$ cat config.mk
export PLATFORM = sky130hd
export DESIGN_NAME = drt_ctrl
export DESIGN_NICKNAME = d
export VERILOG_FILES = /design/src/sv/drt_pkg.sv /design/src/sv/drt_ctrl.sv
export SDC_FILE = /design/constraint.sdc
export NUM_CORES = 1
export LEC_CHECK = 0
export BUFFER_PORTS_ARGS = -buffer_cell sky130_fd_sc_hd__buf_2
export CORE_AREA = 8 8 45 47
export DETAILED_ROUTE_END_ITERATION = 12
export DIE_AREA = 0 0 53 55
export PLACE_DENSITY = 0.3
export REMOVE_ABC_BUFFERS = 1
export SLEW_MARGIN = 10
export SYNTH_ARGS = -nofsm -noshare
export SYNTH_HDL_FRONTEND = slang
export SYNTH_SLANG_ARGS = --single-unit
export TNS_END_PERCENT = 20
$ cat constraint.sdc
create_clock -name clock -period 3.1 [get_ports clock]
set_input_delay 0 -clock clock [delete_from_list [all_inputs] [get_ports clock]]
set_output_delay 0 -clock clock [all_outputs]
set_load 0.05 [all_outputs]
$ cat src/sv/drt_pkg.sv
`timescale 1ns / 1ps
// ----------------------------------------------------------------------------
// Range table package
// Shared sizes, command and status codes, and controller interface types.
// ----------------------------------------------------------------------------
package drt_pkg;

   localparam int TABLE_ENTRIES = 64;
   localparam int IDX_W  = (TABLE_ENTRIES > 1) ? $clog2(TABLE_ENTRIES) : 1;
   localparam int CNT_W  = $clog2(TABLE_ENTRIES + 1);
   localparam int CNTR_W = (CNT_W > 7) ? CNT_W : 7;

   localparam logic [2:0] CMD_INSERT  = 3'd0;
   localparam logic [2:0] CMD_REPLACE = 3'd1;
   localparam logic [2:0] CMD_REMOVE  = 3'd2;
   localparam logic [2:0] CMD_EXTRACT = 3'd3;
   localparam logic [2:0] CMD_LOOKUP  = 3'd4;

   localparam logic [1:0] ST_OK       = 2'd0;
   localparam logic [1:0] ST_OVERLAP  = 2'd1;
   localparam logic [1:0] ST_FULL     = 2'd2;
   localparam logic [1:0] ST_NOTFOUND = 2'd3;

   // Commands from the controller to the datapath.
   typedef struct packed {
      logic start;
      logic scan;
      logic commit;
   } ctl_cmd_type;

   // Status from the datapath to the controller.
   typedef struct packed {
      logic scan_last;
      logic out_busy;
   } ctl_sts_type;

endpackage

$ cat src/sv/drt_ctrl.sv
`timescale 1ns / 1ps
// ----------------------------------------------------------------------------
// Range table controller
// Sequences capture, table scan, drain of the compare stage and commit.
// ----------------------------------------------------------------------------
module drt_ctrl (
   input  logic                 clock,
   input  logic                 reset,
   input  logic                 req_valid,
   output logic                 req_stall,
   input  drt_pkg::ctl_sts_type sts,
   output drt_pkg::ctl_cmd_type cmd
);
   import drt_pkg::*;

   localparam logic [1:0] S_IDLE   = 2'd0;
   localparam logic [1:0] S_SCAN   = 2'd1;
   localparam logic [1:0] S_DRAIN  = 2'd2;
   localparam logic [1:0] S_COMMIT = 2'd3;

   logic [1:0] state_ff, state_in;

   // Next state and commands.
   always_comb begin
      state_in   = state_ff;
      cmd.start  = 1'b0;
      cmd.scan   = 1'b0;
      cmd.commit = 1'b0;
      unique case (state_ff)
         S_IDLE: begin
            if (req_valid) begin
               cmd.start = 1'b1;
               state_in  = S_SCAN;
            end
         end
         S_SCAN: begin
            cmd.scan = 1'b1;
            if (sts.scan_last) state_in = S_DRAIN;
         end
         S_DRAIN: begin
            state_in = S_COMMIT;
         end
         S_COMMIT: begin
            if (!sts.out_busy) begin
               cmd.commit = 1'b1;
               state_in   = S_IDLE;
            end
         end
         default: state_in = S_IDLE;
      endcase
   end

   assign req_stall = (state_ff != S_IDLE);

   // State register.
   always_ff @(posedge clock) begin
      if (reset) state_ff <= S_IDLE;
      else       state_ff <= state_in;
   end

endmodule

==> impl_metrics.toml <==
[power_and_ir_drop]
pwr-share-clk_pct = 19.3
p_per_area_mw_per_mm2 = 1010
comb_power_share_pct = 63.6
intPower_uw = 137
p_total_uw = 293
swShare_pct = 53.4
ir_drop_uv = 194
leakagePower_nw = 0.154
seqPwrFrac_pct = 17.0
switchingPower_uw = 156

[global_route]
grt_overflow = 0
grt_max_degree = 5
antenna_found_initial = 0
grtUsageTotal_pct = 3.98
grt_pass1_vias = 212
grt_pass1_wl_um = 807

[clocking]
cts.path.max_buffers = 2
cts_buffers = 3
clockRootBuffer = "clkbuf_4"
cts_tree = "done"
clkTransAtPathRegs_ns = 0.03
cts_resized = 0
cts_sinks = 2
htree_levels = 1
clock_latency_ns = 0.22

[placement]
io_buffers = 8
gp_congestion = 0.693
place_area_sq_um = 256

[sta]
max_freq_mhz = 630
fin_worst_skew_ns = 0.00144
setup_viol = 0
tightestPinTransition_ns = 0.305
drv_slew = 0
finalCriticalPeriod_ns = 1.59
setup_tns_ns = 0
rsz0062_at_grt = "no"
finalCritPeriodShare_pct = 51.2
max_slew_margin_pct = 79.4
hold_viol = 0

[worst_setup_path]
cp.buffers_inverters = 1
cp_max_fo = 4
path_cells = "inv_1, ha_1, and2b_1, or4_1, a21oi_1"
arrival_ns = 1.74
path_delay_family = "simple AND/OR/NAND/NOR gates"
critPathRequiredTime_ns = 3.25
critPathLaunchType = "flip-flop"
reg2reg_slack_ns = 1.51
critPathCaptureType = "flip-flop"
criticalPathCategory = "flip-flop to flip-flop"
slowest_stage = "or4_1"
slowest_delay_ns = 0.48

[routing]
wl_um = 466
viasPerCell = 3.69
drc = 0
drt-initial-drc-count = 1
vias = 188
ant_nets = 0
dr.pass1.iters = 4
detail_route.wl_per_cell_um = 9.14

[synth]
synth_cell_type_count = 14
syn_area_per_cell_sq_um = 8.54
ys_seq_area_share_pct = 20.4
syn_inst = 23
synth_area_sq_um = 196
ys_ff_latch = 2
yosysTopAreaCell = "ha_1"
ys_warn_count = 0
yosys-top-cells-area = "ha_1, dfxtp_1, inv_1"
synth_top_area_share_pct = 31.8

[cells_and_area]
drive_gt1_share_pct = 34.3
final_common_cell = "buf_2"
largest_reg_flops = 2
syn_to_final_growth_pct = 47.1
nNetsFinal = 47
antenna_cells = 0
fillers = 158
regMostFlops = "state_ff"
final_cell_mix = "buf_2, ha_1, inv_1, clkbuf_4"
stdcell_area_sq_um = 289
top_regs = "state_ff x2"

[outcome]
status = "completed"

[worst_hold_path]
hold_path_class = "input pin to flip-flop"

[die]
rows = 14
fp.dieH_um = 55
die_w_um = 53
start_util_pct = 14.2
core_area_sq_mm = 0.00138
die_area_sq_mm = 0.00292
io_pins = 9

[job]
maxCapViolCount = 0
[worst reg2reg max path, stage by stage (launching register included)]
cell     delay (ns)
dfxtp_1        0.37
inv_1          0.10
ha_1           0.23
and2b_1        0.20
or4_1          0.48
a21oi_1        0.15
[per-layer routing]
| layer | up-vias | part of all wire, % | global-route usage [%] |
|---|---|---|---|
| met4 | 0 | 0 | 3.88 |
| met5 | - | 0 | 0 |
| met2 | 7 | 49 | 5.47 |
| met1 | 78 | 41 | 3.93 |
| met3 | 0 | 10 | 2.67 |
| li1 | 103 | - | - |
[cell usage after synthesis]
| cell | number |
|---|---|
| o31ai_1 | 1 |
| and2_2 | 1 |
| and2b_1 | 1 |
| ha_1 | 5 |
| dfxtp_1 | 2 |
| nand2_1 | 1 |
| o41ai_1 | 1 |
| nor2b_1 | 2 |
| or4_1 | 1 |
| inv_1 | 4 |
| nor2_1 | 1 |
| a21oi_1 | 1 |
| o311ai_0 | 1 |
| and2_1 | 1 |
[power groups by stage]
stage               Combinational [mW]  Sequential, mW  Clock, mW
floorplan                        0.152          0.0468          0
global placement                 0.189          0.0498          0
detailed placement               0.188          0.0502          0
CTS                              0.190          0.0498     0.0609
global route                     0.209          0.0521     0.0623
finish                           0.187          0.0500     0.0566
[cells by family (layout without fill, tap and decap cells)]
logic type / Yosys count / after routing / share of synthesized area, %
and+or+nand+nor: 8 / 8 / 24.8
adders and majority gates: 5 / 5 / 31.8
AOI/OAI and AO/OA: 4 / 4 / 15.3
DFF: 2 / 2 / 20.4
buffers and inverters: 4 / 16 / 7.64
[cell type report]
type / instances / area (sq um) / area share [%]
multi-input cells: 17 / 141 / 48.9
well taps: 16 / 20.0 / 6.93
repair buffers: 9 / 50.0 / 17.3
clock buffers: 3 / 22.5 / 7.79
flip-flops and latches: 2 / 40.0 / 13.9
inverters: 4 / 15.0 / 5.19
[path summary, 6_finish.rpt]
check / startpoint / to / cells after the start
worst min-delay path: sts[0] / state_ff[1] / 3
worst max-delay path: state_ff[0] / state_ff[0] / 5
worst max register to register: state_ff[0] / state_ff[0] / 5
worst min register to register: state_ff[0] / state_ff[0] / 2
[repair_timing]
| item | in CTS | in global routing |
|---|---|---|
| endpoints found under the hold margin | 1 | 0 |
| hold buffers | 1 | 0 |
| buffers inserted | 0 | 0 |
[per-stage QoR]
stage          utilization (%)  setup WS, ns  instances  hold WS [ns]
2_1_floorplan                -          1.38         23        0.0691
3_3_place_gp              18.5          1.55         47         0.177
3_5_place_dp              18.5          1.52         47         0.186
4_1_cts                   20.9          1.51         51         0.169
5_1_grt                   20.9          1.41         51         0.200
6_report                  20.9          1.51         51         0.179
Power figures use the tool's default switching activity.
